`src/hdl/tpi_ram.sv`:
```
// Generic single-write, single-read RAM with registered read data.
module tpi_ram #(
    parameter int WIDTH = 8,
    parameter int DEPTH = 16,
    localparam int AW = (DEPTH > 1) ? $clog2(DEPTH) : 1
) (
    input  logic             i_clk,
    input  logic             i_wr_en,
    input  logic [AW-1:0]    i_wr_addr,
    input  logic [WIDTH-1:0] i_wr_data,
    input  logic             i_rd_en,
    input  logic [AW-1:0]    i_rd_addr,
    output logic [WIDTH-1:0] o_rd_data
);
    logic [WIDTH-1:0] r_mem [DEPTH];
    logic [WIDTH-1:0] r_rd_data;

    always_ff @(posedge i_clk) begin
        if (i_wr_en) begin
            r_mem[i_wr_addr] <= i_wr_data;
        end
        if (i_rd_en) begin
            r_rd_data <= r_mem[i_rd_addr];
        end
    end

    assign o_rd_data = r_rd_data;
endmodule

```
`config.mk`:
```
export PLATFORM = sky130hd
export DESIGN_NAME = tpi_ram
export DESIGN_NICKNAME = d
export VERILOG_FILES = /design/src/hdl/tpi_ram.sv
export SDC_FILE = /design/constraint.sdc
export NUM_CORES = 1
export LEC_CHECK = 0
export BUFFER_PORTS_ARGS = -buffer_cell sky130_fd_sc_hd__buf_2
export CAP_MARGIN = 20
export CORE_UTILIZATION = 60
export DETAILED_ROUTE_END_ITERATION = 10
export PLACE_DENSITY = 0.78
export SLEW_MARGIN = 10
export SYNTH_ARGS = -nofsm -noshare
export SYNTH_HDL_FRONTEND = slang
export SYNTH_SLANG_ARGS = --single-unit
```
`constraint.sdc`:
```
create_clock -name i_clk -period 3.6 [get_ports i_clk]
set_input_delay 0.54 -clock i_clk [delete_from_list [all_inputs] [get_ports i_clk]]
set_output_delay 0.54 -clock i_clk [all_outputs]
set_load 0.03 [all_outputs]
```
==> run summary <==
Non-filler cells, final = 389
Area leader, netlist = edfxtp_1
Commonest non-fill, non-tap cell in the layout = edfxtp_1
Worst setup SP type = input pin
Utilization after layout = 0.725
Final #Nets = 289
Vias after detailed routing = 2461
Clk_lat worst skew = 0.51 ns
CTS tree = done
Initial antenna violation count = 1
Largest net degree at the start of global routing = 33
HP Class = input pin to flip-flop
Post-CTS resize count = 0
Layout overhead on the synthesized area = 15.7%
# hold bufs at CTS = 0
Leak = 2.03 nW
RSZ-0062 raised after global routing = false
Fin Setup TNS = 0 ns
Syn Nets = 248
Yosys cell types = 18
Outcome = complete, no violations
Residual DRC = 0
Maximum vdd drop = 0.356 mV
Max_slew headroom = 0.380
Max FO, Critical Path = 12
Min Tclk post-route = 1.89 ns
CTS H-tree depth = 4
Top cell type's share of synthesized area = 0.781
Max cap viols = 0
Hold Fails Final Rpt = 0
CP endpoint kind = flip-flop
DR pass1 iterations = 4
Reg clk slew, reported paths = 0.06 ns
Sequential share of the synthesized area = 0.781
Port-buffer cells = 26
Worst path required time = 3.85 ns
Post-synthesis sequential element count = 136
CTS sink cnt = 136
Placed Cells = 356
Setup bufs post-CTS = 0
Post-Route WL = 9750 um
Max clock buf depth = 2
Final worst path period share = 0.524
Post-DP HPWL = 5920 um
Crit Path Category = input pin to flip-flop
# setup viols final = 0
Global route total overflow = 0
GRT Total Usage = 0.246
Post-Syn Area = 5230 sq um
Number of DRC markers in iteration 0 = 288
Inserted Clock Buffers = 17
Io pins = 27
Crit path arrival time = 2.14 ns
Vias in the first global route = 2453
First-pass GRT wire length = 14600 um
Yosys warnings = 0
Commonest cells after routing, fill and taps aside = 136 x edfxtp_1, 26 x buf_2, 18 x mux4_2
Die Width = 95.3 um
Mapped Avg Cell Area = 22.8 sq um
Initial Utilization = 0.627
Average wire per standard cell = 25.1 um
Synth top area cells = edfxtp_1 78%, mux4_2 7.8%, mux4_1 7.0%
PwrDens = 611 nW/um^2
Row Count = 33
Fin. max-slew vios = 0
Via/cell ratio = 6.33
Area of the die = 9090 sq um
Core area = 8340 sq um
Share of layout cells above drive strength 1 = 0.283
Fmax = 0.530 GHz
Clock Skew = 0.00535 ns
Die Y-Extent = 95.3 um
Cells after Synth = 229
Actual slew at the worst max-slew pin = 0.927 ns
Number of routed nets with antenna violations = 0
Routability Congestion = 0.715
CTS root buffer = clkbuf_8
synth_stat cells:
library cell	number
and2b_1	1
nand3b_1	2
buf_2	3
nor3_1	4
nand2_1	9
and2_1	1
edfxtp_1	136
or3b_2	1
buf_4	1
a22oi_1	16
nand3_1	1
nor2b_1	1
nor2_1	13
clkdlybuf4s25_2	3
mux4_2	18
mux4_1	14
buf_6	3
nand2b_1	2
kinds of logic after synthesis:
group,synth area share
muxes,0.148
DFF,0.781
buffers and inverters,0.0165
AOI/OAI and AO/OA,0.0230
and+or+nand+nor,0.0314
per-layer routing:
layer | vias up | part of all wire | GRT usage | routed length (um)
met1 | 1251 | 0.38 | 0.335 | 3750
met3 | 9 | 0.087 | 0.0877 | 846
met5 | - | 0 | 0 | 0
met2 | 129 | 0.52 | 0.371 | 5060
li1 | 1072 | - | - | -
met4 | 0 | 0.0096 | 0.0922 | 94
path summary, 6_finish.rpt:
kind | startpoint | end | slack (ns) | cells after the start
hold reg to reg | r_mem[14][1]$_DFFE_PP_ | o_rd_data[1]$_DFFE_PP_ | 0.74 | 3
setup / recovery | i_rd_addr[0] | o_rd_data[5]$_DFFE_PP_ | 1.71 | 5
setup reg to reg | r_mem[0][4]$_DFFE_PP_ | o_rd_data[4]$_DFFE_PP_ | 2.06 | 3
hold / removal | i_wr_data[0] | r_mem[15][0]$_DFFE_PP_ | 0.41 | 1
per-stage QoR:
stage | setup WS, ns | hold slack (ns) | power, mW | instance area (sq um)
global placement | 1.23 | 0.723 | 1.99 | 5450
detailed placement | 1.21 | 0.734 | 1.99 | 5450
finish | 1.71 | 0.407 | 3.69 | 6050
floorplan | 1.57 | 0.639 | 1.93 | 5230
global route | 1.65 | 0.393 | 3.78 | 6050
CTS | 1.71 | 0.381 | 3.71 | 6050
report_power, final:
group          internal [mW]  switching, mW  total (mW)
registers               1.79         0.0107        1.80
logic                 0.0637          0.102       0.166
clock network           1.12          0.615        1.73
critical path, cell delays in order:
cell,delay (ns)
buf_2,0.29
buf_4,0.31
mux4_1,0.61
a22oi_1,0.28
nand2_1,0.10
layout make-up:
cell class,count,area (sq um)
clock buffers,18,418
clock inverters,14,180
well taps,105,131
fillers,482,2290
repair buffers,32,175
flip-flops and latches,136,4080
multi-input cells,83,1060
diodes,1,2.50
sequential cells by signal (all words and copies together), names as in the netlist:
| register | count |
|---|---|
| r_mem | 128 |
| o_rd_data | 8 |
Power figures use the tool's default switching activity.
