**src/hdl/tpi_pkg.sv**
```systemverilog
// Types, constants and codes of the turtle path interpreter.
package tpi_pkg;

    localparam int STACK_DEPTH_DEF = 16;
    localparam int CFG_IDX_W       = 3;
    localparam int CFG_DATA_W      = 24;

    localparam logic [CFG_IDX_W-1:0] CFG_START_X   = 3'd0;
    localparam logic [CFG_IDX_W-1:0] CFG_START_Y   = 3'd1;
    localparam logic [CFG_IDX_W-1:0] CFG_START_DX  = 3'd2;
    localparam logic [CFG_IDX_W-1:0] CFG_START_DY  = 3'd3;
    localparam logic [CFG_IDX_W-1:0] CFG_STEP_LEN  = 3'd4;
    localparam logic [CFG_IDX_W-1:0] CFG_COS_ANGLE = 3'd5;
    localparam logic [CFG_IDX_W-1:0] CFG_SIN_ANGLE = 3'd6;

    localparam logic signed [23:0] START_X_RST  = 24'sd102400;
    localparam logic signed [23:0] START_Y_RST  = 24'sd179200;
    localparam logic signed [15:0] START_DX_RST = 16'sd0;
    localparam logic signed [15:0] START_DY_RST = -16'sd16384;
    localparam logic        [15:0] STEP_LEN_RST = 16'd1280;
    localparam logic signed [15:0] COS_RST      = 16'sd14195;
    localparam logic signed [15:0] SIN_RST      = 16'sd8185;

    localparam logic [7:0] SYM_FWD  = 8'h46;
    localparam logic [7:0] SYM_CW   = 8'h2B;
    localparam logic [7:0] SYM_CCW  = 8'h2D;
    localparam logic [7:0] SYM_PUSH = 8'h5B;
    localparam logic [7:0] SYM_POP  = 8'h5D;

    localparam logic [1:0] ST_SEGMENT   = 2'd0;
    localparam logic [1:0] ST_OVERFLOW  = 2'd1;
    localparam logic [1:0] ST_UNDERFLOW = 2'd2;

    typedef enum logic [2:0] {
        OP_NONE,
        OP_FWD,
        OP_CW,
        OP_CCW,
        OP_PUSH,
        OP_POP
    } t_op;

    typedef struct packed {
        logic [7:0] symbol;
        logic       restart;
    } t_in_item;

    typedef struct packed {
        logic signed [23:0] seg_start_x;
        logic signed [23:0] seg_start_y;
        logic signed [23:0] seg_end_x;
        logic signed [23:0] seg_end_y;
        logic        [1:0]  status;
    } t_out_item;

    typedef struct packed {
        logic signed [23:0] pos_x;
        logic signed [23:0] pos_y;
        logic signed [15:0] dir_x;
        logic signed [15:0] dir_y;
    } t_pose;

endpackage

```
**src/hdl/tpi_alu.sv**
```systemverilog
// Pose arithmetic: forward step and rotation, rounded and saturated.
module tpi_alu (
    input  tpi_pkg::t_op        i_op,
    input  tpi_pkg::t_pose      i_pose,
    input  logic        [15:0]  i_step_len,
    input  logic signed [15:0]  i_cos,
    input  logic signed [15:0]  i_sin,
    output tpi_pkg::t_pose      o_pose
);
    import tpi_pkg::*;

    logic signed [32:0] prod_x, prod_y;
    logic signed [18:0] dx, dy;
    logic signed [24:0] sum_x, sum_y;
    logic signed [31:0] xc, ys, yc, xs;
    logic signed [33:0] rot_x, rot_y;
    logic signed [19:0] rnd_x, rnd_y;

    function automatic logic signed [23:0] sat_pos(input logic signed [24:0] v);
        if (v > 25'sd8388607) begin
            return 24'sh7FFFFF;
        end else if (v < -25'sd8388608) begin
            return 24'sh800000;
        end
        return v[23:0];
    endfunction

    function automatic logic signed [15:0] sat_dir(input logic signed [19:0] v);
        if (v > 20'sd32767) begin
            return 16'sh7FFF;
        end else if (v < -20'sd32768) begin
            return 16'sh8000;
        end
        return v[15:0];
    endfunction

    always_comb begin
        prod_x = 33'(i_pose.dir_x) * $signed({17'd0, i_step_len});
        prod_y = 33'(i_pose.dir_y) * $signed({17'd0, i_step_len});
        dx     = 19'((prod_x + 33'sd8192) >>> 14);
        dy     = 19'((prod_y + 33'sd8192) >>> 14);
        sum_x  = 25'(i_pose.pos_x) + 25'(dx);
        sum_y  = 25'(i_pose.pos_y) + 25'(dy);

        xc = 32'(i_pose.dir_x) * 32'(i_cos);
        ys = 32'(i_pose.dir_y) * 32'(i_sin);
        yc = 32'(i_pose.dir_y) * 32'(i_cos);
        xs = 32'(i_pose.dir_x) * 32'(i_sin);

        if (i_op == OP_CW) begin
            rot_x = 34'(xc) + 34'(ys);
            rot_y = 34'(yc) - 34'(xs);
        end else begin
            rot_x = 34'(xc) - 34'(ys);
            rot_y = 34'(yc) + 34'(xs);
        end
        rnd_x = 20'((rot_x + 34'sd8192) >>> 14);
        rnd_y = 20'((rot_y + 34'sd8192) >>> 14);

        o_pose = i_pose;
        case (i_op)
            OP_FWD: begin
                o_pose.pos_x = sat_pos(sum_x);
                o_pose.pos_y = sat_pos(sum_y);
            end
            OP_CW, OP_CCW: begin
                o_pose.dir_x = sat_dir(rnd_x);
                o_pose.dir_y = sat_dir(rnd_y);
            end
            default: begin
                o_pose = i_pose;
            end
        endcase
    end
endmodule

```
**config.mk**
```make
export PLATFORM = sky130hd
export DESIGN_NAME = tpi_alu
export DESIGN_NICKNAME = d
export VERILOG_FILES = /design/src/hdl/tpi_pkg.sv /design/src/hdl/tpi_alu.sv
export SDC_FILE = /design/constraint.sdc
export NUM_CORES = 2
export LEC_CHECK = 0
export ABC_AREA = 1
export CORE_UTILIZATION = 48
export DETAILED_ROUTE_END_ITERATION = 6
export DONT_BUFFER_PORTS = 1
export PLACE_DENSITY = 0.62
export SETUP_SLACK_MARGIN = 0.4
export SYNTH_ARGS = -nofsm -noshare
export SYNTH_HDL_FRONTEND = slang
export SYNTH_SLANG_ARGS = --single-unit
```
**constraint.sdc**
```tcl
create_clock -name vclk -period 22.4
set_input_delay 4.48 -clock vclk [all_inputs]
set_output_delay 4.48 -clock vclk [all_outputs]
set_load 0.01 [all_outputs]
```
==> impl_metrics.json <==
{
  "timing_worst_setup_path_type": "input pin to primary output",
  "synth_top_area_share": 0.4201,
  "critPathSlowestCell": "sky130_fd_sc_hd__fa_1",
  "crit_cells": 41,
  "critical_path_peak_fanout": 49,
  "grt_overflow": 0,
  "timing.critical_path.mode_cell": "sky130_fd_sc_hd__nand2_1",
  "synth.yosys.seq_area_share": 0,
  "dp_slack_ns": 4.258,
  "post-route-worst-setup-slack_ns": 4.078,
  "rsz_0062_raised_after_global_routing": "no",
  "dp.final_hpwl_mm": 161.1,
  "outcome": "finished, final reports clean",
  "max_slew_margin": 0.4208,
  "timing_hold_violations_final": 0,
  "critical_path.top_delay_family": "adder cells",
  "finalWirelength_mm": 199.7,
  "n_fill_cell": 14250,
  "flops_and_latches": 0,
  "critical_path.n_buffers_inverters": 6,
  "netlist-cell-type-count": 64,
  "max_cap_viol_count": 0,
  "cp_data_required_time_ns": 17.92,
  "layout.nets": 11330,
  "multiInputGateArea_mm2": 0.05687,
  "most-common-layout-cells": "sky130_fd_sc_hd__inv_1 (2,745), sky130_fd_sc_hd__nand2_1 (2,401), sky130_fd_sc_hd__fa_1 (1,438)",
  "chipWidth_um": 379.8,
  "worst_setup_path_start_kind": "input pin",
  "tightest_slew_ns": 0.8598,
  "instances_no_fill": 10970,
  "gpl.final_weighted_congestion": 0.9677,
  "maximum_number_of_pins_on_one_net_before_global_route_repair": 50,
  "crit_end": "o_pose[18]",
  "drc_errors": 0,
  "layout_commonest_cell": "sky130_fd_sc_hd__inv_1",
  "synth.area.top_cells": "sky130_fd_sc_hd__fa_1 (42%), sky130_fd_sc_hd__inv_1 (15%), sky130_fd_sc_hd__nand2_1 (13%)",
  "synthToLayoutAreaGrowth_pct": 1.621,
  "fin_area_mm2": 0.06963,
  "io_buffers": 0,
  "cts.hold.buffers_added": 0,
  "global_route.usage.total": 0.2828,
  "vias": 56400,
  "crit_path_max_incr_delay_ns": 0.74,
  "core_mm2": 0.1416,
  "drv_slew": 0,
  "synthesis.area_per_instance_um2": 7.286,
  "postCtsSetupBuffers": 0,
  "cts_resized": 0,
  "synth_cells": 9404,
  "cp-end-kind": "primary output",
  "drive_above_1_share": 0.01686,
  "worstPathArrival_ns": 13.84,
  "initial_core_util": 0.4840,
  "fmax_mhz": 54.58,
  "yosys.area.top_type": "sky130_fd_sc_hd__fa_1",
  "drt.antenna.violating_nets": 0,
  "period_needed_ns": 18.32,
  "yosysWarningCount": 0,
  "setup_violations": 0,
  "grt_first_pass_wirelength_mm": 323.9,
  "placed_cells": 10970,
  "drt_iter0_drc": 3999,
  "drt-vias-per-instance": 5.141,
  "mappedNetlistArea_mm2": 0.06852,
  "worst_setup_startpoint": "i_pose[15]",
  "ff_latch_area_um2": 0,
  "wl_per_cell_um": 18.20,
  "die_h_um": 379.8,
  "grt_antenna_before_repair": 2,
  "tns_ns": 0,
  "layout.clock_buffers": 0,
  "period_share": 0.8180,
  "firstDrtPassIters": 6,
  "placementRows": 138,
  "design.die.area_mm2": 0.1443,
  "mappedNetlistNets": 11650,
  "holdCritPathClass": "input pin to primary output",
  "post_dp_cell_area_mm2": 0.06963,
  "first_global_vias": 58940,
  "io_pins": 211
}
how the worst min path moves through the flow:
stage / startpoint / end / depth (start not counted)
CTS: i_pose[55] / o_pose[55] / 2
detailed placement: i_pose[55] / o_pose[55] / 2
global route: i_pose[55] / o_pose[55] / 2
finish: i_pose[55] / o_pose[55] / 2
floorplan: i_pose[55] / o_pose[55] / 2
global placement: i_pose[55] / o_pose[55] / 2
cells in the mapped netlist (4+ instances only):
| library cell | n |
|---|---|
| sky130_fd_sc_hd__inv_1 | 2745 |
| sky130_fd_sc_hd__nand2_1 | 2401 |
| sky130_fd_sc_hd__fa_1 | 1438 |
| sky130_fd_sc_hd__ha_1 | 678 |
| sky130_fd_sc_hd__nor2_1 | 433 |
| sky130_fd_sc_hd__a21oi_1 | 337 |
| sky130_fd_sc_hd__clkbuf_1 | 253 |
| sky130_fd_sc_hd__xor2_1 | 192 |
| sky130_fd_sc_hd__nand3_1 | 183 |
| sky130_fd_sc_hd__o21ai_0 | 133 |
| sky130_fd_sc_hd__xnor2_1 | 102 |
| sky130_fd_sc_hd__nand4_1 | 63 |
| sky130_fd_sc_hd__buf_1 | 62 |
| sky130_fd_sc_hd__nor3_1 | 44 |
| sky130_fd_sc_hd__a21o_1 | 27 |
| sky130_fd_sc_hd__o21bai_1 | 27 |
| sky130_fd_sc_hd__a31oi_1 | 21 |
| sky130_fd_sc_hd__nand3_2 | 19 |
| sky130_fd_sc_hd__o21ai_1 | 19 |
| sky130_fd_sc_hd__nor2_2 | 18 |
| sky130_fd_sc_hd__or2_2 | 18 |
| sky130_fd_sc_hd__nand3b_1 | 17 |
| sky130_fd_sc_hd__a21oi_2 | 16 |
| sky130_fd_sc_hd__nand2_2 | 15 |
| sky130_fd_sc_hd__inv_2 | 11 |
| sky130_fd_sc_hd__nor4_1 | 11 |
| sky130_fd_sc_hd__o211ai_1 | 10 |
| sky130_fd_sc_hd__o21a_1 | 10 |
| sky130_fd_sc_hd__nor2_4 | 9 |
| sky130_fd_sc_hd__buf_2 | 8 |
| sky130_fd_sc_hd__nor3_2 | 8 |
| sky130_fd_sc_hd__buf_4 | 6 |
| sky130_fd_sc_hd__o31ai_1 | 6 |
| sky130_fd_sc_hd__a211oi_1 | 5 |
| sky130_fd_sc_hd__a21boi_0 | 5 |
| sky130_fd_sc_hd__o21ai_2 | 5 |
| sky130_fd_sc_hd__xor2_2 | 5 |
| sky130_fd_sc_hd__nand2_4 | 4 |
cell type report:
cell class | instances | share of cell area
Tap cell | 1890 | 0.03396
Inverter | 2756 | 0.1486
Antenna cell | 2 | 0.00007187
Timing Repair Buffer | 7 | 0.0007547
Multi-Input combinational cell | 6314 | 0.8167
logic make-up after synthesis:
family / share of synthesized area
buf+inv: 0.1704
simple gates: 0.1937
compound gates: 0.05264
xor+xnor: 0.03940
fa+ha+maj: 0.5439
through the flow:
step	hold slack [ns]	util
after floorplan	9.083	-
after global placement	9.091	0.4918
after detailed placement	9.089	0.4918
after CTS	9.089	0.4918
after global routing	9.092	0.4918
final	9.088	0.4918
metal layers:
layer | vias to the layer above | share of wire | GRT usage | wire length (µm)
li1 | 26410 | - | - | -
met1 | 28080 | 0.44 | 0.4000 | 88620
met2 | 1684 | 0.46 | 0.4658 | 92440
met3 | 222 | 0.072 | 0.03842 | 14380
met4 | 2 | 0.021 | 0.05040 | 4206
met5 | - | 0.000065 | 0 | 13
