### config.mk
export PLATFORM = sky130hd
export DESIGN_NAME = tpi_out_buf
export DESIGN_NICKNAME = d
export VERILOG_FILES = /design/src/hdl/tpi_pkg.sv /design/src/hdl/tpi_out_buf.sv
export SDC_FILE = /design/constraint.sdc
export NUM_CORES = 1
export LEC_CHECK = 0
export BUFFER_PORTS_ARGS = -buffer_cell sky130_fd_sc_hd__buf_2
export CORE_MARGIN = 2
export CORE_UTILIZATION = 45
export CTS_BUF_LIST = sky130_fd_sc_hd__clkbuf_8 sky130_fd_sc_hd__clkbuf_16
export CTS_CLUSTER_SIZE = 24
export DETAILED_ROUTE_END_ITERATION = 16
export GPL_TIMING_DRIVEN = 1
export HOLD_SLACK_MARGIN = 0.12
export PLACE_DENSITY_LB_ADDON = 0.15
export SLEW_MARGIN = 20
export SYNTH_ARGS = -nofsm -noshare
export SYNTH_HDL_FRONTEND = slang
export SYNTH_SLANG_ARGS = --single-unit
export TNS_END_PERCENT = 100
### constraint.sdc
create_clock -name i_clk -period 11.5 [get_ports i_clk]
set_clock_uncertainty 0.15 [all_clocks]
set_input_delay 2.3 -clock i_clk [delete_from_list [all_inputs] [get_ports i_clk]]
set_output_delay 2.3 -clock i_clk [all_outputs]
set_load 0.02 [all_outputs]
### src/hdl/tpi_pkg.sv
// Types, constants and codes of the turtle path interpreter.
package tpi_pkg;

    localparam int STACK_DEPTH_DEF = 16;
    localparam int CFG_IDX_W       = 3;
    localparam int CFG_DATA_W      = 24;

    localparam logic [CFG_IDX_W-1:0] CFG_START_X   = 3'd0;
    localparam logic [CFG_IDX_W-1:0] CFG_START_Y   = 3'd1;
    localparam logic [CFG_IDX_W-1:0] CFG_START_DX  = 3'd2;
    localparam logic [CFG_IDX_W-1:0] CFG_START_DY  = 3'd3;
    localparam logic [CFG_IDX_W-1:0] CFG_STEP_LEN  = 3'd4;
    localparam logic [CFG_IDX_W-1:0] CFG_COS_ANGLE = 3'd5;
    localparam logic [CFG_IDX_W-1:0] CFG_SIN_ANGLE = 3'd6;

    localparam logic signed [23:0] START_X_RST  = 24'sd102400;
    localparam logic signed [23:0] START_Y_RST  = 24'sd179200;
    localparam logic signed [15:0] START_DX_RST = 16'sd0;
    localparam logic signed [15:0] START_DY_RST = -16'sd16384;
    localparam logic        [15:0] STEP_LEN_RST = 16'd1280;
    localparam logic signed [15:0] COS_RST      = 16'sd14195;
    localparam logic signed [15:0] SIN_RST      = 16'sd8185;

    localparam logic [7:0] SYM_FWD  = 8'h46;
    localparam logic [7:0] SYM_CW   = 8'h2B;
    localparam logic [7:0] SYM_CCW  = 8'h2D;
    localparam logic [7:0] SYM_PUSH = 8'h5B;
    localparam logic [7:0] SYM_POP  = 8'h5D;

    localparam logic [1:0] ST_SEGMENT   = 2'd0;
    localparam logic [1:0] ST_OVERFLOW  = 2'd1;
    localparam logic [1:0] ST_UNDERFLOW = 2'd2;

    typedef enum logic [2:0] {
        OP_NONE,
        OP_FWD,
        OP_CW,
        OP_CCW,
        OP_PUSH,
        OP_POP
    } t_op;

    typedef struct packed {
        logic [7:0] symbol;
        logic       restart;
    } t_in_item;

    typedef struct packed {
        logic signed [23:0] seg_start_x;
        logic signed [23:0] seg_start_y;
        logic signed [23:0] seg_end_x;
        logic signed [23:0] seg_end_y;
        logic        [1:0]  status;
    } t_out_item;

    typedef struct packed {
        logic signed [23:0] pos_x;
        logic signed [23:0] pos_y;
        logic signed [15:0] dir_x;
        logic signed [15:0] dir_y;
    } t_pose;

endpackage

### src/hdl/tpi_out_buf.sv
// Two-slot result buffer: output register plus skid register.
module tpi_out_buf (
    input  logic               i_clk,
    input  logic               i_rst_n,
    input  logic               i_valid,
    input  tpi_pkg::t_out_item i_data,
    output logic               o_ready,
    output logic               o_valid,
    input  logic               i_ready,
    output tpi_pkg::t_out_item o_data
);
    import tpi_pkg::*;

    logic      r_main_v, r_skid_v;
    t_out_item r_main, r_skid;
    logic      take;

    assign take    = r_main_v & i_ready;
    assign o_ready = ~r_skid_v;
    assign o_valid = r_main_v;
    assign o_data  = r_main;

    always_ff @(posedge i_clk) begin
        if (!i_rst_n) begin
            r_main_v <= 1'b0;
            r_skid_v <= 1'b0;
        end else if (r_skid_v) begin
            if (take) begin
                r_main   <= r_skid;
                r_skid_v <= 1'b0;
            end
        end else if (i_valid) begin
            if (!r_main_v || take) begin
                r_main   <= i_data;
                r_main_v <= 1'b1;
            end else begin
                r_skid   <= i_data;
                r_skid_v <= 1'b1;
            end
        end else if (take) begin
            r_main_v <= 1'b0;
        end
    end
endmodule

==> summary.md, run 1 <==
| Metric | Value |
|---|---|
| Outcome | finished, final reports clean |
| Cell Rows | 46 |
| Setup TNS | 0 ns |
| CTS Buffer Depth | 2 |
| Gr usage total | 0.159 |
| Vias | 3708 |
| Final worst-path cycle share | 0.357 |
| Max Fclk | 0.244 GHz |
| YS warnings | 0 |
| RSZ-0062 raised after global routing | false |
| P_leak | 3.29 nW |
| Filler Cell Count | 1291 |
| Post-Syn Nets | 421 |
| I/O Pins | 202 |
| Mapped Area | 7210 um2 |
| Cells on worst reg2reg path | 4 |
| WL final | 13400 um |
| Setup Slack @ Placement | 6.95 ns |
| Critical Path AT | 4.00 ns |
| Reg clk slew, reported paths | 0.07 ns |
| Final max-slew violation count | 0 |
| Global route total overflow | 0 |
| Setup slack after layout | 7.40 ns |
| Crit Path Class | in -> reg |
| Final min period | 4.10 ns |
| ANT nets after route | 0 |
| Worst-skew pair later-pin latency | 0.42 ns |
| WL/cell | 17.6 um |
| Core area | 15800 um2 |
| Post-CTS Setup Inserts | 0 |
| Initial antenna violation count | 2 |
| Drc violations | 0 |
| DPL Wire Length | 8720 um |
| Worst-margin pin slew | 0.926 ns |
| Crit-path cells | buf_2 > nand3b_1 > nor3b_4 > buf_4 > buf_4 |
| Max cap viols | 0 |
| Vias in the first global route | 3763 |
| Root Buffer | clkbuf_16 |
| Sequential fraction of design power | 0.545 |
| Synthesized flop and latch total | 198 |
| Unique masters post-synth | 16 |
| Die H | 131 um |
| Int Pwr | 1.20 mW |
| CTS HTree Levels | 4 |
| Comb power frac | 0.078 |
| Die Wd | 131 um |
| Die Area | 17100 um2 |
| Routability Congestion | 0.732 |
| Post-synthesis sequential area ratio | 0.822 |
| Type of the worst min-delay path | reg -> reg |
| # nets final | 635 |
| Clock power share | 0.377 |
| Sw Share | 0.219 |
| CTS tree | built |
| Detailed Routing Iterations Pass 1 | 4 |
| Layout area overhead | 25.2% |
| Share of cells above drive strength 1 | 0.617 |
| Worst Path Required | 11.40 ns |
| Drt via density | 4.85 |
| Cts hold-fix bufs | 0 |
| CTS sink count | 198 |
| Total power divided by cell area | 170 nW/um2 |
| Highest-delay cell along the critical path | buf_4 |
| Crit. End Element | register |
| Initial DRC Count | 260 |
| Initial Util | 0.457 |
| Maximum vdd drop | 0.0966 mV |
| Post-CTS Resized | 0 |
| Syn Area/Cell | 22.6 um2 |
| Pin count of the biggest net entering global routing | 69 |
| Worst rel slew slack | 0.382 |
| Worst Setup Start Kind | primary input |
| Syn Inst Count | 319 |
| Final hold violation count | 0 |
| Psw | 0.337 mW |
| CTS buffer count | 17 |
| IO Port Bufs | 201 |
| Worst path most repeated cell | buf_4 |
| Peak fanout along the critical path | 58 |
| Final setup fails | 0 |
| Critical Path Max Stage Delay | 0.70 ns |
| Hold path cells | 1 |
| First-pass GRT wire length | 19900 um |
metrics by stage:
step	total power, mW	instance area [um2]	hold WS, ns	util	std cells
2_1_floorplan	0.928	7210	0.373	-	319
3_3_place_gp	0.972	8440	0.365	0.535	730
3_5_place_dp	0.976	8440	0.382	0.535	730
4_1_cts	1.56	9020	0.396	0.572	762
5_1_grt	1.59	9020	0.409	0.572	762
6_report	1.54	9030	0.396	0.572	764
critical path, delay by kind of cell:
| family | cells | cell delay, ns |
|---|---|---|
| and+or+nand+nor | 2 | 0.33 |
| buffers and inverters | 3 | 1.28 |
sequential cells by signal, summed over array words and instances, names as in the netlist:
register / count
r_skid_v: 1
r_skid: 98
o_valid: 1
o_data: 98
cell usage after synthesis (all sizes together):
master	n	area, um2
a211oi	1	7.51
a21oi	1	5.00
buf	11	101
dfxtp	2	40.0
edfxtp	196	5890
inv	2	7.51
mux2	98	1100
mux2i	1	10.0
nand2	1	3.75
nand3b	1	7.51
nor2b	2	12.5
nor3	1	10.0
nor3b	1	12.5
o21ai	1	5.00
power groups by stage:
| stage | clock, mW | sequential (mW) | combinational [mW] |
|---|---|---|---|
| global placement | 0 | 0.854 | 0.118 |
| detailed placement | 0 | 0.854 | 0.122 |
| floorplan | 0 | 0.877 | 0.0504 |
| CTS | 0.596 | 0.838 | 0.122 |
| global route | 0.624 | 0.841 | 0.130 |
| finish | 0.580 | 0.838 | 0.120 |
path summary, 6_finish.rpt:
| path | start | endpoint | slack (ns) |
|---|---|---|---|
| max | i_rst_n | r_skid[23]$_DFFE_PP_ | 7.40 |
| min | r_skid[37]$_DFFE_PP_ | o_data[37]$_DFFE_PP_ | 0.40 |
| max reg2reg | r_skid_v$_SDFF_PN0_ | o_data[90]$_DFFE_PP_ | 8.54 |
| min reg2reg | r_skid[37]$_DFFE_PP_ | o_data[37]$_DFFE_PP_ | 0.40 |
cell usage in the layout, fill, tap and decap left out, types with 2 or more instances in the layout:
cell type	synthesis	routed
clkinv_1	0	2
buf_4	1	5
clkinv_4	0	3
clkbuf_16	0	17
clkinvlp_4	0	3
nor2b_1	2	2
edfxtp_1	196	196
diode_2	0	2
bufinv_16	0	2
clkinv_2	0	2
mux2_2	98	98
inv_6	0	2
inv_1	2	2
buf_2	3	201
area by class of cell:
| class | instances | area [um2] | share of cell area |
|---|---|---|---|
| Sequential cell | 198 | 5930 | 0.657 |
| Inverter | 2 | 7.51 | 0.000832 |
| Timing Repair Buffer | 206 | 1040 | 0.116 |
| Tap cell | 216 | 270 | 0.0299 |
| Clock buffer | 17 | 425 | 0.0471 |
| Antenna cell | 2 | 5.00 | 0.000554 |
| Multi-Input combinational cell | 108 | 1190 | 0.132 |
| Clock inverter | 15 | 155 | 0.0172 |
per-layer routing:
layer	global-route usage	vias to the layer above	share of wire
met5	0	-	0
met4	0.0638	0	0.015
met3	0.0660	17	0.091
met2	0.236	143	0.46
met1	0.210	1836	0.44
li1	-	1712	-
logic make-up (layout without fill, tap and decap cells):
kind of cell	Yosys count	count (layout)	share of synthesized area
DFF	198	198	0.822
AOI/OAI and AO/OA	3	3	0.00243
buffers and inverters	13	240	0.0151
muxes	99	99	0.154
and+or+nand+nor	6	6	0.00642
other	0	2	0
Power figures use the tool's default switching activity.
==> run 2: changes to the inputs <==
==> constraint.sdc (replaced) <==
create_clock -name i_clk -period 3.4 [get_ports i_clk]
set_clock_uncertainty 0.15 [all_clocks]
set_input_delay 0.68 -clock i_clk [delete_from_list [all_inputs] [get_ports i_clk]]
set_output_delay 0.68 -clock i_clk [all_outputs]
set_load 0.02 [all_outputs]
==> run 2 against run 1 <==
  * Cell count shrank 0.26%
  * Wire length fell by 2.8%
  * Clock power rose to 3.1 times the previous value
  * Register-to-register slack worse by 7.5 ns
  * Sequential share of layout area increased by 0.27 points
  * Power rose to 3.3 times the previous value
  * Global-route usage shrank 0.28 points
  * Combinational power increased to 3.4 times the previous value
  * Sequential power rose to 3.4 times the previous value
  * First-iteration DRC count down 40%
  * Largest cell class unchanged
  * Highest routed layer is now met5
==> summary.md, run 2 (synthesis results as in run 1) <==
| Metric | Value |
|---|---|
| Final hold violation count | 0 (unchanged) |
| # nets final | 635 (unchanged) |
| Layout area overhead | 24.6% |
| Max Fclk | 0.411 GHz |
| CTS HTree Levels | 4 (unchanged) |
| Global route total overflow | 0 (unchanged) |
| Peak fanout along the critical path | 62 (+6.9%) |
| Initial Util | 0.457 (unchanged) |
| Final max-slew violation count | 0 (unchanged) |
| Post-CTS Setup Inserts | 0 (unchanged) |
| P_leak | 3.28 nW (-0.39%) |
| Share of cells above drive strength 1 | 0.604 (-0.0128) |
| Cts hold-fix bufs | 0 (unchanged) |
| CTS Buffer Depth | 2 (unchanged) |
| Pin count of the biggest net entering global routing | 74 (+7.2%) |
| Die Area | 17100 um2 (unchanged) |
| Vias in the first global route | 3689 (-2.0%) |
| Critical Path AT | 1.60 ns (-2.40 ns) |
| Worst-margin pin slew | 0.843 ns (-0.0834 ns) |
| Cell Rows | 46 (unchanged) |
| Reg2reg setup slack | 1.00 ns (-7.54 ns) |
| First-pass GRT wire length | 19500 um (-1.8%) |
| Outcome | finished, final reports clean |
| IO Port Bufs | 201 (unchanged) |
| Die H | 131 um (unchanged) |
| Worst-skew pair later-pin latency | 0.42 ns (about the same) |
| RSZ-0062 raised after global routing | false |
| Final worst-path cycle share | 0.716 |
| I/O Pins | 202 (unchanged) |
| CTS tree | built |
| Reg clk slew, reported paths | 0.07 ns (about the same) |
| Die Wd | 131 um (unchanged) |
| Worst rel slew slack | 0.438 (+0.0556) |
| Placed inst area | 8470 um2 (+0.30%) |
| WL final | 13100 um (-2.8%) |
| Crit Path Class | reg -> out |
| Final setup fails | 0 (unchanged) |
| Post-CTS Resized | 0 (unchanged) |
| Most frequent cells in the layout | 201 x buf_2, 196 x edfxtp_1, 98 x mux2_2, 17 x clkbuf_16, 7 x clkinv_1 |
| Gr usage total | 0.156 (-0.00279) |
| Type of the worst min-delay path | in -> reg |
| Antenna Cells | 0 (-2) |
| Worst Path Required | 2.57 ns (-8.83 ns) |
| Initial DRC Count | 155 (-40%) |
| DPL Wire Length | 8450 um (-3.1%) |
| Initial antenna violation count | 1 (-1) |
| Pwr Total | 5.04 mW (+230%) |
| Post-route cell area | 8990 um2 (-0.42%) |
| Final min period | 2.43 ns |
| Detailed Routing Iterations Pass 1 | 4 (unchanged) |
| Final Non-Filler Cells | 762 (-0.26%) |
| CTS sink count | 198 (unchanged) |
| WL/cell | 17.1 um (-2.5%) |
| Most common cell after layout, fill and taps aside | buf_2 |
| Routability Congestion | 0.686 (-6.3%) |
| Total power divided by cell area | 560 nW/um2 (+230%) |
| Max cap viols | 0 (unchanged) |
| Drc violations | 0 (unchanged) |
| Filler Cell Count | 1281 (-0.77%) |
| Crit. End Element | output port |
| Total placed cells including tap cells | 730 (unchanged) |
| Root Buffer | clkbuf_16 |
| Maximum vdd drop | 0.304 mV (+210%) |
| Vias | 3677 (-0.84%) |
| Worst Setup Start Kind | register |
| Register area | 5930 um2 (unchanged) |
| Drt via density | 4.83 (-0.58%) |
| Core area | 15800 um2 (unchanged) |
| CTS buffer count | 17 (unchanged) |
| Footprint of the multi-input gates | 1190 um2 (unchanged) |
| ANT nets after route | 0 (unchanged) |
==> run 2: cell types whose count changed in the layout (fill, tap and decap cells not counted), sizes merged <==
| cell | delta |
|---|---|
| clkinv | +3 |
| diode | -2 |
| bufinv | -1 |
| clkinvlp | -1 |
| inv | -1 |
==> run 2: worst paths after layout <==
check	from	to	depth (start not counted)
worst max-delay path	r_skid_v$_SDFF_PN0_	o_ready	2
worst min-delay path	i_data[65]	r_skid[65]$_DFFE_PP_	1
worst max register to register	r_skid_v$_SDFF_PN0_	o_data[24]$_DFFE_PP_	2
worst min register to register	r_skid[86]$_DFFE_PP_	o_data[86]$_DFFE_PP_	1
==> run 2: critical path, cell delays in order (launching register included) <==
cell     delay (ns)
dfxtp_4        0.88
inv_1          0.11
buf_2          0.19
==> run 2: layout make-up <==
| class | count | area share |
|---|---|---|
| Inverter | 2 | 0.000835 |
| Multi-Input combinational cell | 108 | 0.132 |
| Timing Repair Buffer | 206 | 0.119 |
| Sequential cell | 198 | 0.660 |
| Tap cell | 216 | 0.0301 |
| Clock inverter | 15 | 0.0109 |
| Clock buffer | 17 | 0.0473 |
==> run 2: power breakdown <==
part	switching, mW	internal (mW)	total (mW)
Clock	0.815	0.983	1.80
Combinational	0.223	0.181	0.404
Sequential	0.0380	2.80	2.83
==> run 2: layer usage <==
layer	vias to the layer above	track usage	part of all wire
met5	-	0	0.00054
met4	2	0.0682	0.019
met3	22	0.0737	0.099
met1	1786	0.202	0.43
li1	1714	-	-
met2	153	0.228	0.45
==> run 2: metrics by stage <==
stage               utilization  setup WS (ns)  hold WS, ns  TNS [ns]
floorplan                     -         -0.508        0.373    -83.49
global placement          0.537           1.01        0.376         0
detailed placement        0.537          0.988        0.380         0
CTS                       0.570          0.871        0.270         0
global route              0.570          0.809        0.268         0
finish                    0.570          0.966        0.294         0
